### src/fps_pkg.sv
// ----------------------------------------------------------------------------
// fps_pkg
// widths, register indexes, limits, the match config and the case fold used by the search
// ----------------------------------------------------------------------------
package fps_pkg;

    localparam int PAT_LIMIT  = 32;
    localparam int PAT_IDX_W  = 5;
    localparam int LEN_W      = 6;
    localparam int LINE_W     = 24;
    localparam int COL_W      = 16;
    localparam int CNT_W      = 32;
    localparam int TAG_W      = 16;
    localparam int CFG_IDX_W  = 3;
    localparam int CFG_DATA_W = 64;

    localparam logic [CFG_IDX_W-1:0] REG_PAT0 = 3'd0;
    localparam logic [CFG_IDX_W-1:0] REG_PAT1 = 3'd1;
    localparam logic [CFG_IDX_W-1:0] REG_PAT2 = 3'd2;
    localparam logic [CFG_IDX_W-1:0] REG_PAT3 = 3'd3;
    localparam logic [CFG_IDX_W-1:0] REG_LEN  = 3'd4;
    localparam logic [CFG_IDX_W-1:0] REG_CASE = 3'd5;

    localparam logic [7:0]        NEWLINE    = 8'h0A;
    localparam logic [7:0]        UPPER_A    = 8'h41;
    localparam logic [7:0]        UPPER_Z    = 8'h5A;
    localparam logic [7:0]        CASE_DELTA = 8'h20;
    localparam logic [LINE_W-1:0] LINE_MAX   = {LINE_W{1'b1}};
    localparam logic [COL_W-1:0]  COL_MAX    = {COL_W{1'b1}};
    localparam logic [CNT_W-1:0]  CNT_MAX    = {CNT_W{1'b1}};

    typedef struct packed {
        logic [PAT_LIMIT-1:0][7:0] apat;      // pattern byte expected at window lane
        logic [PAT_LIMIT-1:0]      lane_en;
        logic                      fold_en;
        logic [PAT_IDX_W-1:0]      start_sel; // window lane of the match start
        logic [LEN_W-1:0]          len_m1;
        logic                      len_zero;
    } t_match_cfg;

    function automatic logic [7:0] fold_byte(input logic [7:0] b, input logic en);
        if (en && b >= UPPER_A && b <= UPPER_Z) begin
            return b + CASE_DELTA;
        end
        return b;
    endfunction

endpackage

### src/fps_if.sv
// ----------------------------------------------------------------------------
// fps_in_if / fps_out_if
// valid/ready channels for text bytes and match results
// ----------------------------------------------------------------------------
interface fps_in_if;
    logic                      valid;
    logic                      ready;
    logic [7:0]                data_byte;
    logic [fps_pkg::TAG_W-1:0] file_tag;
    logic                      last_byte;

    modport source (output valid, output data_byte, output file_tag, output last_byte,
                    input ready);
    modport sink   (input valid, input data_byte, input file_tag, input last_byte,
                    output ready);
endinterface

interface fps_out_if;
    logic                       valid;
    logic                       ready;
    logic [fps_pkg::TAG_W-1:0]  match_file_tag;
    logic [fps_pkg::LINE_W-1:0] match_line;
    logic [fps_pkg::COL_W-1:0]  match_column;
    logic [fps_pkg::CNT_W-1:0]  match_offset;

    modport source (output valid, output match_file_tag, output match_line,
                    output match_column, output match_offset, input ready);
    modport sink   (input valid, input match_file_tag, input match_line,
                    input match_column, input match_offset, output ready);
endinterface

### src/fps_cfg.sv
// ----------------------------------------------------------------------------
// fps_cfg
// configuration registers and the pattern aligned to the window lanes
// ----------------------------------------------------------------------------
module fps_cfg #(
    parameter int PATTERN_MAX = 32
) (
    input  logic                             i_clk,
    input  logic                             i_rst_n,
    input  logic                             i_cfg_we,
    input  logic [fps_pkg::CFG_IDX_W-1:0]    i_cfg_index,
    input  logic [fps_pkg::CFG_DATA_W-1:0]   i_cfg_data,
    output fps_pkg::t_match_cfg              o_match_cfg
);
    import fps_pkg::*;

    logic [CFG_DATA_W-1:0]               r_pat [4];
    logic [LEN_W-1:0]                    r_len;
    logic                                r_ci;
    t_match_cfg                          r_mcfg;
    t_match_cfg                          n_mcfg;
    logic [LEN_W-1:0]                    len_c;
    logic [4*CFG_DATA_W-1:0]             pat_flat;
    logic [PAT_LIMIT-1:0][LEN_W-1:0]     src_idx;

    always_ff @(posedge i_clk) begin
        if (!i_rst_n) begin
            r_pat[0] <= '0;
            r_pat[1] <= '0;
            r_pat[2] <= '0;
            r_pat[3] <= '0;
            r_len    <= LEN_W'(1);
            r_ci     <= 1'b0;
        end else if (i_cfg_we) begin
            unique case (i_cfg_index)
                REG_PAT0: r_pat[0] <= i_cfg_data;
                REG_PAT1: r_pat[1] <= i_cfg_data;
                REG_PAT2: r_pat[2] <= i_cfg_data;
                REG_PAT3: r_pat[3] <= i_cfg_data;
                REG_LEN:  r_len    <= i_cfg_data[LEN_W-1:0];
                REG_CASE: r_ci     <= i_cfg_data[0];
                default:  ;
            endcase
        end
    end

    // pattern byte k lands on lane len-1-k, so lane 0 holds the last byte
    always_comb begin
        len_c    = (r_len > LEN_W'(PATTERN_MAX)) ? LEN_W'(PATTERN_MAX) : r_len;
        pat_flat = {r_pat[3], r_pat[2], r_pat[1], r_pat[0]};
        for (int j = 0; j < PAT_LIMIT; j++) begin
            src_idx[j]        = len_c - LEN_W'(1) - LEN_W'(j);
            n_mcfg.lane_en[j] = (LEN_W'(j) < len_c);
            n_mcfg.apat[j]    = fold_byte(pat_flat[8*src_idx[j][PAT_IDX_W-1:0] +: 8], r_ci);
        end
        n_mcfg.fold_en   = r_ci;
        n_mcfg.len_m1    = len_c - LEN_W'(1);
        n_mcfg.start_sel = n_mcfg.len_m1[PAT_IDX_W-1:0];
        n_mcfg.len_zero  = (len_c == '0);
    end

    always_ff @(posedge i_clk) begin
        r_mcfg <= n_mcfg;
    end

    assign o_match_cfg = r_mcfg;

endmodule

### src/fixed_pattern_stream_search.sv
// ----------------------------------------------------------------------------
// fixed_pattern_stream_search
// streaming fixed pattern search with line, column and offset of each match
// ----------------------------------------------------------------------------
// usage:
//   i_in carries one text byte per item with its file tag and a last-byte flag;
//   o_out carries one item per match: file tag, 1-based line and column and
//   byte offset of the match start. matches may overlap. the pattern (1 to 32
//   bytes), length and case fold mode go in through i_cfg_*; the user must
//   write them only while no item is in flight, unchecked by the block.
// timing:
//   one item per cycle unless a match waits behind a held o_out. an accepted
//   byte shifts into the window; the 32-lane compare runs in the following
//   cycle and a match is registered onto o_out once it is free. the window
//   compare is the one stage. an item with no match leaves without a result.
// reset and stalls:
//   synchronous reset clears the window, line, column and byte count and
//   restores the registers to their defaults; i_in.ready is low under reset.
//   while o_out is held by the receiver, bytes keep flowing until a second
//   match waits behind it, then i_in.ready drops.
//   after a last byte the per-file state returns to its reset values.
// ----------------------------------------------------------------------------
module fixed_pattern_stream_search #(
    parameter int PATTERN_MAX = 32
) (
    input  logic                             i_clk,
    input  logic                             i_rst_n,
    input  logic                             i_cfg_we,
    input  logic [fps_pkg::CFG_IDX_W-1:0]    i_cfg_index,
    input  logic [fps_pkg::CFG_DATA_W-1:0]   i_cfg_data,
    fps_in_if.sink                           i_in,
    fps_out_if.source                        o_out
);
    import fps_pkg::*;

    localparam int IW = (PATTERN_MAX > 1) ? $clog2(PATTERN_MAX) : 1;

    t_match_cfg          mcfg;

    logic [7:0]          r_win_byte [PATTERN_MAX];
    logic [LINE_W-1:0]   r_win_line [PATTERN_MAX];
    logic [COL_W-1:0]    r_win_col  [PATTERN_MAX];
    logic [7:0]          n_win_byte [PATTERN_MAX];
    logic [LINE_W-1:0]   n_win_line [PATTERN_MAX];
    logic [COL_W-1:0]    n_win_col  [PATTERN_MAX];
    logic [LINE_W-1:0]   r_line, n_line, base_line;
    logic [COL_W-1:0]    r_col, n_col, base_col;
    logic [CNT_W-1:0]    r_cnt, n_cnt, base_cnt;

    logic                r_s1_valid;
    logic                r_s1_last;
    logic [TAG_W-1:0]    r_s1_tag;
    logic [CNT_W-1:0]    r_s1_idx;

    logic                r_out_valid;
    logic [TAG_W-1:0]    r_out_tag;
    logic [LINE_W-1:0]   r_out_line;
    logic [COL_W-1:0]    r_out_col;
    logic [CNT_W-1:0]    r_out_off;

    logic [PATTERN_MAX-1:0] lane_ok;
    logic                idx_ok;
    logic                hit;
    logic                out_free;
    logic                s1_adv;
    logic                in_ready;
    logic                accept;
    logic                file_clear;
    logic [CNT_W-1:0]    match_off;

    fps_cfg #(
        .PATTERN_MAX (PATTERN_MAX)
    ) u_cfg (
        .i_clk       (i_clk),
        .i_rst_n     (i_rst_n),
        .i_cfg_we    (i_cfg_we),
        .i_cfg_index (i_cfg_index),
        .i_cfg_data  (i_cfg_data),
        .o_match_cfg (mcfg)
    );

    // compare stage
    always_comb begin
        for (int j = 0; j < PATTERN_MAX; j++) begin
            lane_ok[j] = !mcfg.lane_en[j] ||
                         (fold_byte(r_win_byte[j], mcfg.fold_en) == mcfg.apat[j]);
        end
        idx_ok    = (r_s1_idx >= {{(CNT_W-LEN_W){1'b0}}, mcfg.len_m1});
        hit       = r_s1_valid && !mcfg.len_zero && idx_ok && (&lane_ok);
        match_off = (r_s1_idx == CNT_MAX) ? CNT_MAX
                                          : r_s1_idx - {{(CNT_W-LEN_W){1'b0}}, mcfg.len_m1};
    end

    assign out_free   = !r_out_valid || o_out.ready;
    assign s1_adv     = r_s1_valid && (!hit || out_free);
    assign in_ready   = i_rst_n && (!r_s1_valid || s1_adv);
    assign accept     = i_in.valid && in_ready;
    assign file_clear = s1_adv && r_s1_last;

    // window shift and position tracking
    always_comb begin
        base_line = file_clear ? LINE_W'(1) : r_line;
        base_col  = file_clear ? COL_W'(1)  : r_col;
        base_cnt  = file_clear ? '0         : r_cnt;
        for (int j = 0; j < PATTERN_MAX; j++) begin
            n_win_byte[j] = file_clear ? 8'h00      : r_win_byte[j];
            n_win_line[j] = file_clear ? LINE_W'(1) : r_win_line[j];
            n_win_col[j]  = file_clear ? COL_W'(1)  : r_win_col[j];
        end
        n_line = base_line;
        n_col  = base_col;
        n_cnt  = base_cnt;
        if (accept) begin
            for (int j = PATTERN_MAX - 1; j > 0; j--) begin
                n_win_byte[j] = n_win_byte[j-1];
                n_win_line[j] = n_win_line[j-1];
                n_win_col[j]  = n_win_col[j-1];
            end
            n_win_byte[0] = i_in.data_byte;
            n_win_line[0] = base_line;
            n_win_col[0]  = base_col;
            if (i_in.data_byte == NEWLINE) begin
                n_line = (base_line == LINE_MAX) ? base_line : base_line + LINE_W'(1);
                n_col  = COL_W'(1);
            end else begin
                n_col  = (base_col == COL_MAX) ? base_col : base_col + COL_W'(1);
            end
            n_cnt = (base_cnt == CNT_MAX) ? base_cnt : base_cnt + CNT_W'(1);
        end
    end

    always_ff @(posedge i_clk) begin
        if (!i_rst_n) begin
            for (int j = 0; j < PATTERN_MAX; j++) begin
                r_win_byte[j] <= 8'h00;
                r_win_line[j] <= LINE_W'(1);
                r_win_col[j]  <= COL_W'(1);
            end
            r_line      <= LINE_W'(1);
            r_col       <= COL_W'(1);
            r_cnt       <= '0;
            r_s1_valid  <= 1'b0;
            r_out_valid <= 1'b0;
        end else begin
            for (int j = 0; j < PATTERN_MAX; j++) begin
                r_win_byte[j] <= n_win_byte[j];
                r_win_line[j] <= n_win_line[j];
                r_win_col[j]  <= n_win_col[j];
            end
            r_line <= n_line;
            r_col  <= n_col;
            r_cnt  <= n_cnt;
            if (accept) begin
                r_s1_valid <= 1'b1;
            end else if (s1_adv) begin
                r_s1_valid <= 1'b0;
            end
            if (out_free) begin
                r_out_valid <= hit;
            end
        end
    end

    always_ff @(posedge i_clk) begin
        if (accept) begin
            r_s1_last <= i_in.last_byte;
            r_s1_tag  <= i_in.file_tag;
            r_s1_idx  <= base_cnt;
        end
        if (out_free && hit) begin
            r_out_tag  <= r_s1_tag;
            r_out_line <= r_win_line[mcfg.start_sel[IW-1:0]];
            r_out_col  <= r_win_col[mcfg.start_sel[IW-1:0]];
            r_out_off  <= match_off;
        end
    end

    assign i_in.ready           = in_ready;
    assign o_out.valid          = r_out_valid;
    assign o_out.match_file_tag = r_out_tag;
    assign o_out.match_line     = r_out_line;
    assign o_out.match_column   = r_out_col;
    assign o_out.match_offset   = r_out_off;

endmodule

### src/flat_wrapper.sv
// flat-port wrapper written by rule: the top's interface ports become plain ports
module fixed_pattern_stream_search_flat import fps_pkg::*;
#(
    parameter int PATTERN_MAX = 32
)
  (i_clk, i_rst_n, i_cfg_we, i_cfg_index, i_cfg_data, i_in_valid, i_in_data_byte, i_in_file_tag, i_in_last_byte, i_in_ready, o_out_valid, o_out_match_file_tag, o_out_match_line, o_out_match_column, o_out_match_offset, o_out_ready);
  fps_in_if i_in_i ();
  fps_out_if o_out_i ();
  input  logic i_clk;
  input  logic i_rst_n;
  input  logic i_cfg_we;
  input  logic [fps_pkg::CFG_IDX_W-1:0] i_cfg_index;
  input  logic [fps_pkg::CFG_DATA_W-1:0] i_cfg_data;
  input wire logic [$bits(i_in_i.valid)-1:0] i_in_valid;
  input wire logic [$bits(i_in_i.data_byte)-1:0] i_in_data_byte;
  input wire logic [$bits(i_in_i.file_tag)-1:0] i_in_file_tag;
  input wire logic [$bits(i_in_i.last_byte)-1:0] i_in_last_byte;
  output wire logic [$bits(i_in_i.ready)-1:0] i_in_ready;
  output wire logic [$bits(o_out_i.valid)-1:0] o_out_valid;
  output wire logic [$bits(o_out_i.match_file_tag)-1:0] o_out_match_file_tag;
  output wire logic [$bits(o_out_i.match_line)-1:0] o_out_match_line;
  output wire logic [$bits(o_out_i.match_column)-1:0] o_out_match_column;
  output wire logic [$bits(o_out_i.match_offset)-1:0] o_out_match_offset;
  input wire logic [$bits(o_out_i.ready)-1:0] o_out_ready;
  assign i_in_i.valid = i_in_valid;
  assign i_in_i.data_byte = i_in_data_byte;
  assign i_in_i.file_tag = i_in_file_tag;
  assign i_in_i.last_byte = i_in_last_byte;
  assign i_in_ready = i_in_i.ready;
  assign o_out_valid = o_out_i.valid;
  assign o_out_match_file_tag = o_out_i.match_file_tag;
  assign o_out_match_line = o_out_i.match_line;
  assign o_out_match_column = o_out_i.match_column;
  assign o_out_match_offset = o_out_i.match_offset;
  assign o_out_i.ready = o_out_ready;
  fixed_pattern_stream_search #(.PATTERN_MAX(PATTERN_MAX)) u_core (.i_clk(i_clk), .i_rst_n(i_rst_n), .i_cfg_we(i_cfg_we), .i_cfg_index(i_cfg_index), .i_cfg_data(i_cfg_data), .i_in(i_in_i), .o_out(o_out_i));
endmodule
### config.mk
export PLATFORM = sky130hd
export DESIGN_NAME = fixed_pattern_stream_search_flat
export DESIGN_NICKNAME = d
export VERILOG_FILES = /design/src/fps_pkg.sv /design/src/fps_if.sv /design/src/fps_cfg.sv /design/src/fixed_pattern_stream_search.sv /design/src/flat_wrapper.sv
export SDC_FILE = /design/constraint.sdc
export NUM_CORES = 2
export LEC_CHECK = 0
export BUFFER_PORTS_ARGS = -buffer_cell sky130_fd_sc_hd__buf_2
export CORE_UTILIZATION = 55
export CTS_CLUSTER_SIZE = 16
export DETAILED_ROUTE_END_ITERATION = 10
export HOLD_SLACK_MARGIN = 0.05
export PLACE_DENSITY = 0.71
export SYNTH_ARGS = -nofsm -noshare
export SYNTH_HDL_FRONTEND = slang
export SYNTH_SLANG_ARGS = --single-unit
### constraint.sdc
create_clock -name i_clk -period 8.1 [get_ports i_clk]
set_input_delay 2.025 -clock i_clk [delete_from_list [all_inputs] [get_ports i_clk]]
set_output_delay 2.025 -clock i_clk [all_outputs]
set_load 0.01 [all_outputs]
# After elaboration in Yosys (flattened, before gate mapping)
# Memories as Yosys holds them, arrays and structs flattened. A register that Yosys moved wholly into a read port is not among the register bits.
# Cells that the tools add are included.
# W data, S select, Z words.
dict set report op_classes {
  muxes 423
  shifts 32
  n_reduce_logical 214
  n_lt_le_gt_ge 162
  n_eq_ne 43
  n_addsub 100
  n_bitwise 100
}
# operator count
set op_table {}
lappend op_table {{$shiftx A256 B9 Y8} 32}
lappend op_table {{$mux W24} 68}
lappend op_table {{$mux W8} 192}
lappend op_table {{$mux W16} 68}
lappend op_table {{$mux W768} 1}
lappend op_table {{$add A8 B6 Y8 const B} 64}
lappend op_table {{$ge A8 B7 Y1 const B} 64}
lappend op_table {{$le A8 B7 Y1 const B} 64}
lappend op_table {{$mux W512} 1}
lappend op_table {{$eq A8 B8 Y1} 32}
lappend op_table {{$mux W256} 1}
lappend op_table {{$mux W64} 4}
lappend op_table {{$logic_and A1 B1 Y1} 136}
lappend op_table {{$or A1 B1 Y1} 100}
lappend op_table {{$lt A5 B6 Y1 const A} 16}
lappend op_table {{$mux W32} 3}
lappend op_table {{$mux W1} 84}
lappend op_table {{$sub A5 B5 Y5 const B} 16}
lappend op_table {{$eq A32 B32 Y1 const B} 2}
lappend op_table {{$lt A4 B6 Y1 const A} 8}
lappend op_table {{$sub A5 B4 Y5 const B} 8}
lappend op_table {{$logic_not A1 Y1} 36}
lappend op_table {{$logic_or A1 B1 Y1} 35}
lappend op_table {{$add A32 B1 Y32 const B} 1}
lappend op_table {{other kinds (25)} 38}
dict set report word_totals {
  mem_bits_rw 1792
  word_cells 1127
  in_bits 97
  mem_count 4
  out_inout_bits 90
  register_bits 479
}
# memory words word_bits read_ports rd_clocked_by_memory_dff wr line
set memory_table {}
lappend memory_table {u_core.r_win_line 32 24 32 1 32 fixed_pattern_stream_search.sv:41} ;# logic [LINE_W-1:0] r_win_line [PATTERN_MAX];
lappend memory_table {u_core.r_win_col 32 16 32 1 32 fixed_pattern_stream_search.sv:42} ;# logic [COL_W-1:0] r_win_col [PATTERN_MAX];
lappend memory_table {u_core.r_win_byte 32 8 32 0 32 fixed_pattern_stream_search.sv:40} ;# logic [7:0] r_win_byte [PATTERN_MAX];
lappend memory_table {u_core.u_cfg.r_pat 4 64 4 0 4 fps_cfg.sv:17} ;# logic [CFG_DATA_W-1:0] r_pat [4];

# Depth between registers and ports, before layout
dict set report depth {
  ltp_word 18
  ltp_mapped 25
  mapped_depth_nobuf 22
}

# Hierarchy
# Synthesis repeated with hierarchy kept, for this count alone.
dict set report unflattened {
  cells_unflattened 11863
  hier_area_um2 114274.6
}
# mod cells_per_inst seq_area_each_um2 area_each_um2 n_inst
set by_module_without_submodules {}
lappend by_module_without_submodules {fixed_pattern_stream_search 8583 36745.2 77406.7 1}
lappend by_module_without_submodules {fps_cfg 3280 13753.2 36867.9 1}

# Least setup slack after synthesis
# OpenSTA, ideal clock, no wires.
dict set report synth_timing {
  kind {input to register}
  from {input i_cfg_we}
  to {memory u_core.u_cfg.r_pat[1][0] (enable)}
  slack_ps 687
  t_required_ps 7526
  arrival_ps 6838
  n_path_buf 0
  setup_time_ps 574
  path_stages 3
  cell_sequence {nor2b_1 > nand2_1 > o21ai_0}
}
# element line
set synth_rtl {}
lappend synth_rtl {{start, declared} flat_wrapper.sv:11} ;# input logic i_cfg_we;
lappend synth_rtl {{end, declared} fps_cfg.sv:17}

# Worst setup path in the final report
dict set report layout_timing {
  from {register u_core.u_cfg.r_mcfg (netlist bit u_core.u_cfg.o_match_cfg[3])}
  to {output i_in_ready}
}
dict set report layout_via {
  elab_chain_cells 8
}
# element line
set layout_lines {}
lappend layout_lines {{start, declared} fps_cfg.sv:20} ;# t_match_cfg r_mcfg;
lappend layout_lines {{start signal, assigned} fps_cfg.sv:63} ;# r_mcfg <= n_mcfg;
lappend layout_lines {{$ge A32 B6 Y1} fixed_pattern_stream_search.sv:88} ;# idx_ok = (r_s1_idx >= {{(CNT_W-LEN_W){1'b0}}, mcfg.len_m1});
lappend layout_lines {{$logic_and A1 B1 Y1 (2 in a row)} fixed_pattern_stream_search.sv:89} ;# hit = r_s1_valid && !mcfg.len_zero && idx_ok && (&lane_ok);
lappend layout_lines {{$logic_not A1 Y1} fixed_pattern_stream_search.sv:95} ;# assign s1_adv = r_s1_valid && (!hit || out_free);
lappend layout_lines {{$logic_or A1 B1 Y1} fixed_pattern_stream_search.sv:95}
lappend layout_lines {{$logic_and A1 B1 Y1} fixed_pattern_stream_search.sv:95}
lappend layout_lines {{$logic_or A1 B1 Y1} fixed_pattern_stream_search.sv:96} ;# assign in_ready = i_rst_n && (!r_s1_valid || s1_adv);
lappend layout_lines {{$logic_and A1 B1 Y1} fixed_pattern_stream_search.sv:96}
lappend layout_lines {{end, declared} flat_wrapper.sv:18} ;# output wire logic [$bits(i_in_i.ready)-1:0] i_in_ready;
# No other way between the ends.

==> impl_metrics.csv <==
group,metric,value,unit
hold_path,hold_class,"reg2reg",
die,boundaryPins,187,
layout,drive_above_1_share,12.3,%
pwr,power_density,225,nW/um^2
setup_path,startpoint_type,"register",
detailed_routing,remaining_drc_errors,0,
sta,post-route-period-util,86.3,%
layout,area_growth,8.98,%
sta,finClkSkew,0.0744,ns
layout,final_common_cell,"dfxtp_1",
synth,synth_warnings,0,
setup_path,arrival,4.96,ns
clock_tree,cts_buffers,234,
global_route,gr-usage-all-layers,32.5,%
setup_path,worstPathRequired,6.08,ns
detailed_routing,drt-wirelength-per-cell,24.2,um
global_route,grt_max_degree,249,
job,cap_violations,0,
setup_path,critical_path.max_stage_delay,0.44,ns
global_route,grt.busiest_layer,"met2",
synth,avgSynthCellArea,9.54,um^2
setup_path,worst_setup_path_end_kind,"output port",
sta,worst_slew_pin_slew,1.27,ns
synth,syn_area,113000,um^2
setup_path,cpMostUsedCell,"nand4_1",
sta,setup_violations,0,
sta,max_freq,143,MHz
sta,fin_crit,6.99,ns
clock_tree,cts_setup_buffers,0,
sta,slew_headroom,15.3,%
clock_tree,cts_hold_buf,0,
detailed_routing,ant_nets,0,
die,fp.dieH,456,um
setup_path,crit_fanout,24,
clock_tree,cts_buffer_depth,3,
setup_path,reg2reg_slack,1.30,ns
setup_path,rr_worst_depth,18,
clock_tree,cts_tree,"built",
layout,final_cell_mix,"1869 x dfxtp_1, 1802 x nand2_1, 1567 x a21oi_1",
place,portBuffers,186,
outcome,status,"finished, final reports clean",
synth,yosys.area.top_type,"dfxtp_1",
place,hpwlAfterDp,240,mm
global_route,grt_pass1_wl,524,mm
die,die-area,208000,um^2
die,num_rows,166,
clock_tree,clock_sinks,2306,
layout,fin_nets,11700,
setup_path,r2r_start,"u_core.u_cfg.o_match_cfg[12]",
global_route,use_met2,51.4,%
clock_tree,h-tree-depth,4,
synth,synth_top_area_share,33.0,%
sta,slew_violations,0,
setup_path,cp_num_cells,13,
sta,rsz0062_at_grt,"no",
global_route,use_met1,42.9,%
clock_tree,clk_latency,0.91,ns
synth,seq_area_frac_synth,44.5,%
global_route,grt_pass1_vias,84700,
detailed_routing,drt_iter0_drc,10600,
place,gp_congestion,1.05,
synth,syn-instance-count,11900,
detailed_routing,dr.pass1.iters,6,
global_route,antenna_found_initial,27,
setup_path,slowest_stage,"nor2_1",
synth,synth_edf_count,433,
global_route,overflow,0,
global_route,use_met3,4.64,%
pwr,vdd_drop_max,258,uV
die,start_util,55.4,%
synth,async_flop_share,0,%
synth,synthFlopType,"dfxtp_1",
detailed_routing,num_vias,91300,
setup_path,reg2reg_to,"u_core.r_col[0]",
pwr,finalPower,27.9,mW
setup_path,cpLargestDelayFamily,"simple AND/OR/NAND/NOR gates",
pwr,leakage,44.3,nW
die,core,205000,um^2
setup_path,path_class,"reg2out",
clock_tree,cts_resized,0,
setup_path,worstPathCellList,"inv_6 -> ha_1 -> nor2b_1 -> o21ai_0 -> nand2b_1 -> a211oi_1 -> buf_4 -> nand4_1 -> and4_1 -> nand4_1 -> nor2_4 -> nor2_1 -> buf_2",
synth,synth_cell_types,85,
detailed_routing,vias_per_cell,6.33,
setup_path,crit_end,"i_in_ready",
synth,synthTopCellsByArea,"dfxtp_1 33%, edfxtp_1 11%, mux4_2 10%, mux2i_1 8.4%, a21oi_1 6.9%",
synth,synth.net_count,12100,
clock_tree,clk_pin_slew_worst_paths,0.08,ns
setup_path,critPathBufInv,3,
detailed_routing,routed_wl,349,mm
clock_tree,cts-root-buf,"clkbuf_16",
sta,hold_viol,0,
synth,ys_seq_elements,2306,
sta,setup_tns,0,ns
setup_path,crit_path_start,"u_core.u_cfg.o_match_cfg[3]",
die,die_w,456,um
==> sequential cells by signal (all words and copies together) (netlist names), 6 cells and up <==
register and flops:
u_core.o_out.match_file_tag 16, u_core.r_line 24, u_core.r_win_line 768, u_core.o_out.match_column 16, u_core.u_cfg.r_len 6, u_core.u_cfg.r_pat 256
u_core.r_win_byte 256, u_core.o_out.match_line 24, u_core.r_col 16, u_core.o_out.match_offset 32, u_core.r_s1_idx 32, u_core.u_cfg.o_match_cfg 296
u_core.r_win_col 512, u_core.r_cnt 32, u_core.r_s1_tag 16
==> power breakdown <==
part           switching (mW)  internal (mW)  leakage, nW  total, mW
clock                    4.76           6.50         4.00       11.3
combinational            2.83           1.32         20.9       4.14
sequential              0.297           12.2         19.4       12.5
==> routing by layer <==
layer  vias up  wire [um]
met4         2      20700
met5         -         11
met3       668      22900
met2      3429     163000
met1     45300     142000
li1      41900          -
==> cell usage after synthesis (65+ instances only) <==
cell / count
nor2_1: 191
inv_1: 241
mux4_2: 528
a21oi_1: 1568
xor2_1: 116
or4_1: 68
nand4_1: 65
buf_1: 80
nand3_1: 1517
ha_1: 87
buf_2: 226
xnor2_1: 199
edfxtp_1: 433
nor3_1: 148
o21ai_0: 168
and2_1: 303
clkbuf_1: 593
mux2i_1: 951
nand2_1: 1805
dfxtp_1: 1873
buf_4: 79
mux2_2: 90
==> worst min path at each step <==
stage,endpoint,slack (ns),start,depth (start not counted)
4_1_cts,u_core.o_out.match_file_tag[3],0.42,u_core.r_s1_tag[3],0
5_1_grt,u_core.o_out.match_file_tag[7],0.43,u_core.r_s1_tag[7],0
2_1_floorplan,u_core.u_cfg.o_match_cfg[12],0.40,u_core.u_cfg.r_ci,0
3_3_place_gp,u_core.o_out.match_file_tag[13],0.40,u_core.r_s1_tag[13],0
3_5_place_dp,u_core.o_out.match_file_tag[14],0.41,u_core.r_s1_tag[14],0
6_report,u_core.o_out.match_file_tag[3],0.42,u_core.r_s1_tag[3],0
==> layout make-up <==
type / count / area (um^2)
fill: 17000 / 81100
clock inverter: 106 / 1300
inverter: 248 / 951
sequential: 2306 / 50500
timing repair buffer: 357 / 2490
clock buffer: 335 / 6830
multi-input combinational: 8358 / 58200
tap: 2688 / 3360
antenna: 20 / 50.0
==> kinds of logic after synthesis <==
group / share of synthesized area, %
AND/OR/NAND/NOR: 17.9
multiplexers: 19.8
XOR/XNOR: 2.48
AO/OA/AOI/OAI: 9.81
adder cells (fa/ha/maj): 0.977
buffers and inverters: 4.58
flip-flops: 44.5
==> worst reg2reg max path: stages (launching register included) <==
cell       delay (ns)
dfxtp_1          0.32
buf_4            0.45
nor3b_1          0.26
o221ai_1         0.18
or4_1            0.52
a2111oi_0        0.78
a21bo_1          0.32
and4_1           0.24
nand4_1          0.40
o21ai_4          0.49
buf_4            0.58
and2_1           0.31
ha_1             0.19
nand4_1          0.19
nor3_1           0.96
nor4_1           0.09
a21oi_1          0.16
a21o_1           0.13
nand3_1          0.07
==> per-stage QoR <==
stage	cells	instance area, um^2	util, %	hold WS (ns)	worst slack, ns
global route	14400	124000	60.4	0.426	0.766
detailed placement	14000	115000	56.4	0.405	1.24
floorplan	11900	113000	-	0.397	0.687
finish	14400	124000	60.4	0.419	1.11
CTS	14400	124000	60.4	0.416	1.12
global placement	14000	115000	56.4	0.401	1.35
Power figures use the tool's default switching activity.
